**src/rv32i_alu_with_result_routing_defines.svh**
```systemverilog
// Assertion macros shared by the execution unit.
`ifndef RV32I_ALU_WITH_RESULT_ROUTING_DEFINES_SVH
`define RV32I_ALU_WITH_RESULT_ROUTING_DEFINES_SVH

// A property checked on every rising clock edge while the unit is out of reset.
`define RV_ALU_ASSERT(label, prop, msg) \
  label: assert property (@(posedge clk_i) disable iff (!rst_ni) prop) else $error(msg);

// A property checked on every rising clock edge, reset included.
`define RV_ALU_ASSERT_ALWAYS(label, prop, msg) \
  label: assert property (@(posedge clk_i) prop) else $error(msg);

`endif

```
**src/rv_alu_pkg.sv**
```systemverilog
`timescale 1ns / 1ps

package rv_alu_pkg;

  typedef enum logic [5:0] {
    CmdNone  = 6'd0,
    CmdAdd   = 6'd1,
    CmdSub   = 6'd2,
    CmdAnd   = 6'd3,
    CmdOr    = 6'd4,
    CmdXor   = 6'd5,
    CmdSll   = 6'd6,
    CmdSrl   = 6'd7,
    CmdSra   = 6'd8,
    CmdSlt   = 6'd9,
    CmdSltu  = 6'd10,
    CmdAddi  = 6'd11,
    CmdAndi  = 6'd12,
    CmdOri   = 6'd13,
    CmdXori  = 6'd14,
    CmdSlli  = 6'd15,
    CmdSrli  = 6'd16,
    CmdSrai  = 6'd17,
    CmdSlti  = 6'd18,
    CmdSltiu = 6'd19,
    CmdLb    = 6'd20,
    CmdLbu   = 6'd21,
    CmdLh    = 6'd22,
    CmdLhu   = 6'd23,
    CmdLw    = 6'd24,
    CmdSb    = 6'd25,
    CmdSh    = 6'd26,
    CmdSw    = 6'd27,
    CmdBeq   = 6'd28,
    CmdBge   = 6'd29,
    CmdBgeu  = 6'd30,
    CmdBlt   = 6'd31,
    CmdBltu  = 6'd32,
    CmdBne   = 6'd33,
    CmdJalr  = 6'd34,
    CmdLui   = 6'd35,
    CmdAuipc = 6'd36,
    CmdJal   = 6'd37
  } cmd_e;

  typedef struct packed {
    logic [5:0]         cmd;
    logic signed [31:0] operand_a;
    logic signed [31:0] operand_b;
    logic [4:0]         dest_tag;
    logic               flush;
  } alu_req_t;

  typedef struct packed {
    logic               rob_valid;
    logic               rs_valid;
    logic               lsb_valid;
    logic [5:0]         result_op;
    logic signed [31:0] result_value;
    logic [4:0]         result_tag;
    logic               redirect_valid;
    logic               illegal_op;
  } alu_rsp_t;

endpackage

```
**src/rv_alu_stage.sv**
```systemverilog
`timescale 1ns / 1ps

module rv_alu_stage #(
  parameter type data_t = logic
) (
  input  logic  clk_i,
  input  logic  rst_ni,
  input  logic  valid_i,
  output logic  ready_o,
  input  data_t data_i,
  output logic  valid_o,
  input  logic  ready_i,
  output data_t data_o
);

  logic  valid_q, valid_d;
  data_t data_q;

  assign ready_o = !valid_q || ready_i;
  assign valid_d = ready_o ? valid_i : valid_q;

  always_ff @(posedge clk_i or negedge rst_ni) begin
    if (!rst_ni) begin
      valid_q <= 1'b0;
    end else begin
      valid_q <= valid_d;
    end
  end

  always_ff @(posedge clk_i) begin
    if (valid_i && ready_o) begin
      data_q <= data_i;
    end
  end

  assign valid_o = valid_q;
  assign data_o  = data_q;

endmodule

```
**src/rv_alu_exec.sv**
```systemverilog
`timescale 1ns / 1ps

module rv_alu_exec
  import rv_alu_pkg::*;
(
  input  alu_req_t req_i,
  output alu_rsp_t rsp_o
);

  logic [31:0] a, b;
  logic [4:0]  sh;
  logic [31:0] sum, diff, value;
  logic        lt_s, lt_u, eq;
  logic        ill;
  logic        rob, rs, lsb, redir;

  assign a    = req_i.operand_a;
  assign b    = req_i.operand_b;
  assign sh   = b[4:0];
  assign sum  = a + b;
  assign diff = a - b;
  assign lt_s = $signed(a) < $signed(b);
  assign lt_u = a < b;
  assign eq   = a == b;

  always_comb begin
    value = '0;
    ill   = 1'b0;
    rob   = 1'b0;
    rs    = 1'b0;
    lsb   = 1'b0;
    redir = 1'b0;
    unique case (req_i.cmd)
      CmdNone: begin
      end
      CmdAdd, CmdAddi: begin
        value = sum;
        {rob, rs, lsb} = 3'b111;
      end
      CmdSub: begin
        value = diff;
        {rob, rs, lsb} = 3'b111;
      end
      CmdAnd, CmdAndi: begin
        value = a & b;
        {rob, rs, lsb} = 3'b111;
      end
      CmdOr, CmdOri: begin
        value = a | b;
        {rob, rs, lsb} = 3'b111;
      end
      CmdXor, CmdXori: begin
        value = a ^ b;
        {rob, rs, lsb} = 3'b111;
      end
      CmdSll, CmdSlli: begin
        value = a << sh;
        {rob, rs, lsb} = 3'b111;
      end
      CmdSrl, CmdSrli: begin
        value = a >> sh;
        {rob, rs, lsb} = 3'b111;
      end
      CmdSra, CmdSrai: begin
        value = $unsigned($signed(a) >>> sh);
        {rob, rs, lsb} = 3'b111;
      end
      CmdSlt, CmdSlti: begin
        value = {31'd0, lt_s};
        {rob, rs, lsb} = 3'b111;
      end
      CmdSltu, CmdSltiu: begin
        value = {31'd0, lt_u};
        {rob, rs, lsb} = 3'b111;
      end
      CmdLui, CmdAuipc, CmdJal: begin
        value = sum;
        {rob, rs, lsb} = 3'b111;
      end
      CmdLb, CmdLbu, CmdLh, CmdLhu, CmdLw: begin
        value = sum;
        lsb   = 1'b1;
      end
      CmdSb, CmdSh, CmdSw: begin
        value = sum;
        rob   = 1'b1;
      end
      CmdBeq: begin
        value = {31'd0, eq};
        rob   = 1'b1;
      end
      CmdBne: begin
        value = {31'd0, !eq};
        rob   = 1'b1;
      end
      CmdBge: begin
        value = {31'd0, !lt_s};
        rob   = 1'b1;
      end
      CmdBgeu: begin
        value = {31'd0, !lt_u};
        rob   = 1'b1;
      end
      CmdBlt: begin
        value = {31'd0, lt_s};
        rob   = 1'b1;
      end
      CmdBltu: begin
        value = {31'd0, lt_u};
        rob   = 1'b1;
      end
      CmdJalr: begin
        value = sum;
        redir = 1'b1;
      end
      default: begin
        ill = 1'b1;
      end
    endcase
  end

  // A flushed request or an empty slot produces an all-zero response.
  always_comb begin
    rsp_o = '0;
    if (!req_i.flush && (req_i.cmd != CmdNone)) begin
      rsp_o.result_op  = req_i.cmd;
      rsp_o.illegal_op = ill;
      if (!ill) begin
        rsp_o.rob_valid      = rob;
        rsp_o.rs_valid       = rs;
        rsp_o.lsb_valid      = lsb;
        rsp_o.result_value   = value;
        rsp_o.result_tag     = req_i.dest_tag;
        rsp_o.redirect_valid = redir;
      end
    end
  end

endmodule

```
**src/rv32i_alu_with_result_routing.sv**
```systemverilog
`timescale 1ns / 1ps
// Execution unit for an out-of-order RV32I core.
// The request channel (req_valid_i, req_ready_o, req_i) carries one issued
// instruction: operation code, two operands, reorder buffer tag and flush bit.
// The response channel (rsp_valid_o, rsp_ready_i, rsp_o) returns exactly one
// response per request, in order, with the computed value and the valid bits
// for the reorder buffer, reservation stations and load/store buffer.
// Flushed or empty requests return an all-zero response; unknown codes set
// illegal_op. A request is registered in the input stage, computed in
// combinational logic and registered again in the output stage, which
// offers the response. Throughput is one request per cycle while the
// receiver does not stall, set by the two pipeline registers.
// When the receiver stalls, the output register holds its response and the
// input register can still take one more request before req_ready_o drops.
// Reset empties both registers; no response is pending after reset.
`include "rv32i_alu_with_result_routing_defines.svh"

module rv32i_alu_with_result_routing
  import rv_alu_pkg::*;
(
  input  logic     clk_i,
  input  logic     rst_ni,
  input  logic     req_valid_i,
  output logic     req_ready_o,
  input  alu_req_t req_i,
  output logic     rsp_valid_o,
  input  logic     rsp_ready_i,
  output alu_rsp_t rsp_o
);

  logic     ex_valid, ex_ready;
  alu_req_t ex_req;
  alu_rsp_t ex_rsp;

  rv_alu_stage #(
    .data_t(alu_req_t)
  ) u_in_stage (
    .clk_i  (clk_i),
    .rst_ni (rst_ni),
    .valid_i(req_valid_i),
    .ready_o(req_ready_o),
    .data_i (req_i),
    .valid_o(ex_valid),
    .ready_i(ex_ready),
    .data_o (ex_req)
  );

  rv_alu_exec u_exec (
    .req_i(ex_req),
    .rsp_o(ex_rsp)
  );

  rv_alu_stage #(
    .data_t(alu_rsp_t)
  ) u_out_stage (
    .clk_i  (clk_i),
    .rst_ni (rst_ni),
    .valid_i(ex_valid),
    .ready_o(ex_ready),
    .data_i (ex_rsp),
    .valid_o(rsp_valid_o),
    .ready_i(rsp_ready_i),
    .data_o (rsp_o)
  );

  `RV_ALU_ASSERT(a_exec_advances, ex_valid && ex_ready |=> rsp_valid_o,
                 "Executed request did not reach the output register.")
  `RV_ALU_ASSERT(a_redirect_alone,
                 rsp_valid_o && rsp_o.redirect_valid |->
                 !rsp_o.rob_valid && !rsp_o.rs_valid && !rsp_o.lsb_valid,
                 "Redirect response also targets a consumer.")
  `RV_ALU_ASSERT(a_illegal_quiet,
                 rsp_valid_o && rsp_o.illegal_op |->
                 rsp_o.result_value == '0 && !rsp_o.redirect_valid &&
                 !rsp_o.rob_valid && !rsp_o.rs_valid && !rsp_o.lsb_valid,
                 "Illegal response carries a result.")
  `RV_ALU_ASSERT_ALWAYS(a_reset_empty, $rose(rst_ni) |-> !rsp_valid_o && !ex_valid,
                        "Pipeline holds a response when reset is released.")

endmodule
```
**config.mk**
```make
export PLATFORM = sky130hd
export DESIGN_NAME = rv32i_alu_with_result_routing
export DESIGN_NICKNAME = d
export VERILOG_FILES = /design/src/rv_alu_pkg.sv /design/src/rv_alu_stage.sv /design/src/rv_alu_exec.sv /design/src/rv32i_alu_with_result_routing.sv
export VERILOG_INCLUDE_DIRS = /design/src /design/src/src
export SDC_FILE = /design/constraint.sdc
export NUM_CORES = 1
export LEC_CHECK = 0
export BUFFER_PORTS_ARGS = -buffer_cell sky130_fd_sc_hd__buf_2
export CAP_MARGIN = 20
export CORE_AREA = 2 2 207 209
export CTS_CLUSTER_SIZE = 16
export DETAILED_ROUTE_END_ITERATION = 8
export DIE_AREA = 0 0 209 211
export SKIP_LAST_GASP = 1
export SYNTH_ARGS = -nofsm -noshare
export SYNTH_HDL_FRONTEND = slang
export SYNTH_SLANG_ARGS = --single-unit
```
**constraint.sdc**
```tcl
create_clock -name clk_i -period 3.6 [get_ports clk_i]
set_clock_uncertainty 0.1 [all_clocks]
set_input_delay 0.36 -clock clk_i [delete_from_list [all_inputs] [get_ports clk_i]]
set_output_delay 0.36 -clock clk_i [all_outputs]
set_load 0.03 [all_outputs]
```
# After elaboration in Yosys (flattened, before gate mapping)
# Index checks and enable logic that the tools add are counted.
# totals
regBits,126
inputBits,80
out_inout_bits,50
# op_classes
n_addsub,2
order_cmp,2
n_eq_ne,38
n_shift,3
mux,6
n_bitwise,3
n_reduce_logical,27
# op_table
operator,n
$pmux W32 S14,1
$eq A6 B5 Y1 const B,16
$lt A32 B32 Y1,2
$eq A6 B4 Y1 const B,8
$reduce_or A38 Y1,1
$eq A6 B6 Y1 const B,6
$add A32 B32 Y32,1
$and A32 B32 Y32,1
$eq A32 B32 Y1,1
$or A32 B32 Y32,1
$shl A32 B5 Y32,1
$shr A32 B5 Y32,1
$sshr A32 B5 Y32,1
$sub A32 B32 Y32,1
$xor A32 B32 Y32,1
$reduce_or A31 Y1,1
$reduce_or A27 Y1,1
$eq A6 B3 Y1 const B,4
$reduce_or A22 Y1,1
$reduce_or A14 Y1,1
$eq A6 B2 Y1 const B,2
$reduce_or A2 Y1,6
$eq A6 B1 Y1 const B,1
$logic_not A1 Y1,6
other kinds (7),15

# Depth between registers and ports, before layout
# depth
word_depth,4
mapped_depth,15
depth_no_buf,14

# Hierarchy
# Synthesis repeated with hierarchy kept, for this count alone.
# unflattened
hier_cells,1621
hier_area_um2,13511.7
# modules_own_cells
mod,instances,cells_each,area_per_inst_um2,seq_area_each_um2
rv_alu_exec,1,1489,9680.5,0.0
rv_alu_stage at u_in_stage,1,80,2336.0,2307.2
rv_alu_stage at u_out_stage,1,52,1495.2,1466.4

# Least setup slack after synthesis
# No wires, ideal clock.
# synth_path
kind,register -> register
startpoint,register u_in_stage.data_q (netlist bit u_in_stage.data_o[8])
endpoint,register u_out_stage.data_q (netlist bit u_out_stage.data_o[7]) (data pin)
setup_time_ns,0.277
t_arrival_ns,3.509
required_ns,3.223
slack_ns,-0.287
stages_incl_launch_ff,16
cell_sequence,edfxtp_1 -> inv_1 -> clkbuf_1 -> clkbuf_1 -> ha_1 -> buf_2 -> nor2b_1 -> o311ai_1 -> o2bb2ai_1 -> o31a_1 -> a21oi_2 -> a211oi_2 -> o221a_2 -> mux2i_1 -> mux2i_1 -> a41oi_2
# synth_via
elab_chain_len,3
# synth_lines
element,line_no,source
"start, declared",rv_alu_stage.sv:17,data_t data_q;
"start signal, assigned",rv_alu_stage.sv:32,data_q <= data_i;
"$lt A32 B32 Y1, or another cell as far along",rv_alu_exec.sv:23,assign lt_u = a < b;
"$logic_not A1 Y1, on equally long branches","rv_alu_exec.sv:101, rv_alu_exec.sv:93, rv_alu_exec.sv:97",
$pmux W32 S14 (*),rv_alu_exec.sv:33,unique case (req_i.cmd)
"end signal, assigned",rv_alu_stage.sv:32,
"end, declared",rv_alu_stage.sv:17,
# Every way passes the cells marked *; elsewhere a longest branch is shown, timed or not.
# A chain may end at the register's enable or synchronous reset.

# Worst setup path after layout
# layout_path
startpoint,register u_in_stage.data_q (netlist bit u_in_stage.data_o[37])
endpoint,register u_out_stage.data_q (netlist bit u_out_stage.data_o[7]) (data pin)
# Same word-level chain as after synthesis.

==> results.yml <==
timing:
  tightest_slew_ns: 0.996
  period_share_pct: 99.4
  relSlewSlack_pct: 33.2
  fmax_ghz: 0.280
  rsz0062_at_grt: "true"
  fin_hold_ws_ns: 0.0789
  hold_violations: 0
  setup_viol: 0
  min_period_ns: 3.58
  drv_slew: 0
logic_synthesis:
  ys_warn_count: 0
  ys_seq_elements: 126
  synth_cell_types: 88
  syn_avg_cell_area_um2: 8.09
  synth_edf_count: 124
  syn_nets: 1817
  async_flop_share_pct: 1.59
  syn_area_um2: 13200
  synth_cells: 1638
  ys.flop_type: "edfxtp_1"
  seq_area_frac_synth_pct: 28.5
cts:
  h-tree-depth: 4
  clockRootBuffer: "clkbuf_16"
  cts_buffers: 17
  cts_buffer_depth: 2
  clock_sinks: 126
  cts_tree: "yes"
  clk_latency_ns: 0.49
  clk_pin_slew_worst_paths_ns: 0.06
setup_path:
  slowest_stage: "or4_1"
  reg2reg_from: "u_in_stage.data_o[37]$_DFFE_PP_"
  crit_chain: "inv_1, ha_1, or4_1, nor2_1, buf_4, nand4_1, buf_4, o21ai_0, o41a_1, o21ai_0, buf_4, nor4_1, buf_4, a41oi_2"
  r2r_cells: 14
  path_max_fanout: 2
  crit_family: "simple AND/OR/NAND/NOR gates"
  path_class: "flop to flop"
  start_kind: "flop"
  cp_num_buf_inv: 5
  cp_slowest_stage_delay_ns: 0.55
  worstPathRequired_ns: 3.72
  crit-reg2reg-capture: "u_out_stage.data_o[7]$_SDFFCE_PN0P_"
  r2r_slack_ns: 0.02
  cp_common_cell: "buf_4"
  endpoint_kind: "flop"
  arrival_ns: 3.69
pwr:
  ir_drop_mv: 0.346
  pwr_density_cell_nw_per_um2: 338
  leakage_nw: 7.57
global_route:
  antenna_found_initial: 2
  top_usage_layer: "met2"
  met2_usage_pct: 47.3
  grt_util_met3_pct: 6.35
  overflow: 0
  grt_pass1_wl_mm: 94.9
  grt_usage_pct: 29.5
  grt_pass1_vias: 14700
  grt_max_degree: 85
  use_met1_pct: 36.5
die:
  die_y_um: 211
  core-area_um2: 41800
  die_x_um: 209
  die_area_um2: 44100
  pin_count: 130
  num_rows: 75
  initial_utilization_pct: 31.7
placement:
  place_area_um2: 16300
  port_buffers: 129
  finalWeightedCongestion: 1.04
  post-dp-hpwl_mm: 51.2
  placed_cells: 2467
drt:
  wl_mm: 65.2
  routedWlPerCell_um: 25.3
  num_vias: 15000
  viasPerCell: 5.81
  drc: 0
  firstDrtPassIters: 9
  antenna_left: 0
  drtIter0Drc: 1517
layout:
  mostFrequentLayoutCell: "buf_4"
  final_cell_mix: "276 x buf_4, 186 x nand2_1, 177 x nor2_1"
  antenna_cells: 0
  finalInstanceArea_um2: 17800
  post-route-util_pct: 42.6
  fillers: 4188
  drive_above_1_share_pct: 25.0
  instances_no_fill: 2579
  nNetsFinal: 2206
  syn_to_final_growth_pct: 34.4
status:
  run_status: "finished, final reports clean"
worst_hold_path:
  min_to: "u_out_stage.valid_o$_DFFE_PN0P_"
  hp-class: "input pin to flop"
  holdPathStages: 3
  min_from: "rsp_ready_i"
job:
  maxCapViolCount: 0
## kinds of logic (layout without fill, tap and decap cells)
| logic type | count (synthesis) | after routing | synth area share (%) |
|---|---|---|---|
| buffers and inverters | 229 | 631 | 7.16 |
| muxes | 86 | 86 | 8.41 |
| AOI/OAI and AO/OA | 565 | 565 | 28.1 |
| adders and majority gates | 99 | 99 | 9.46 |
| xor gates and xnor gates | 12 | 12 | 0.793 |
| and+or+nand+nor | 521 | 521 | 17.5 |
| DFF | 126 | 126 | 28.5 |
## timing repair
action | 4_1_cts | 5_1_grt
hold buffers | 78 | 0
pin swaps | 1 | 11
hold endpoints to repair | 79 | 0
endpoints found under the setup margin | 4 | 16
gates resized for setup | 3 | 28
setup buffers | 0 | 2
## worst max path at each step
stage                                          startpoint                                   end  slack, ns  depth (start not counted)
after global placement     u_in_stage.data_o[8]$_DFFE_PP_  u_out_stage.data_o[32]$_SDFFCE_PN0P_      -0.01                         13
after detailed placement   u_in_stage.data_o[6]$_DFFE_PP_  u_out_stage.data_o[37]$_SDFFCE_PN0P_      -0.05                         14
final                     u_in_stage.data_o[37]$_DFFE_PP_   u_out_stage.data_o[7]$_SDFFCE_PN0P_       0.02                         14
after CTS                 u_in_stage.data_o[38]$_DFFE_PP_   u_out_stage.data_o[7]$_SDFFCE_PN0P_     -0.003                         15
after global routing      u_in_stage.data_o[38]$_DFFE_PP_   u_out_stage.data_o[7]$_SDFFCE_PN0P_      -0.12                         15
after floorplan           u_in_stage.data_o[10]$_DFFE_PP_  u_out_stage.data_o[32]$_SDFFCE_PN0P_       0.02                         14
## flip-flops by register name, summed over array words and instances, names as in the netlist
register,flops
u_in_stage.data_o,76
u_out_stage.data_o,48
u_in_stage.valid_o,1
u_out_stage.valid_o,1
## worst min-delay path: stages
cell	delay [ns]
buf_2	0.08
nand2b_1	0.11
nand2b_1	0.06
## cells in the mapped netlist (all sizes together) (14+ instances only)
cell / count / area share (%)
o21ai: 134 / 5.1
o221ai: 14 / 0.93
ha: 97 / 9.2
buf: 44 / 1.9
a221oi: 21 / 1.5
mux2i: 64 / 4.8
a211oi: 38 / 2.2
o211ai: 24 / 1.4
nor3: 40 / 1.5
inv: 107 / 3.0
edfxtp: 124 / 28
o22ai: 21 / 0.99
clkbuf: 77 / 2.2
a31oi: 33 / 1.6
a21o: 16 / 0.91
mux4: 20 / 3.4
nor2: 177 / 5.0
a21oi: 141 / 5.4
nand2: 186 / 5.3
a22oi: 14 / 0.79
nand3: 23 / 0.87
nor2b: 18 / 0.85
## report_power, final
group / leakage (nW) / internal (mW) / switching (mW)
combinational: 6.05 / 0.958 / 1.51
sequential: 1.23 / 1.75 / 0.0676
clock: 0.279 / 1.03 / 0.703
total: 7.57 / 3.74 / 2.29
## cell type report
cell class                 count  area (um^2)  area share, %
clock buffer                  19          443           2.49
timing repair buffer         491         3660           20.6
clock inverter                13          141          0.794
sequential                   126         3770           21.2
tap                          539          674           3.79
multi-input combinational   1283         8700           48.9
inverter                     108          405           2.28
## metrics by stage
stage | setup TNS, ns | power, mW | setup slack [ns]
3_5_place_dp | -0.159 | 4.14 | -0.0514
6_report | 0 | 6.02 | 0.0231
4_1_cts | -0.00317 | 5.98 | -0.00317
5_1_grt | -0.307 | 6.28 | -0.122
3_3_place_gp | -0.0136 | 4.14 | -0.0136
2_1_floorplan | 0 | 3.12 | 0.0166
## metal layers
metal / vias up / wire length [um] / share of wire (%)
met1: 7198 / 26700 / 41
met4: 4 / 3870 / 5.9
li1: 6855 / - / -
met5: - / 31 / 0.048
met2: 760 / 29600 / 45
met3: 178 / 5050 / 7.7
(Power assumes the default switching activity.)
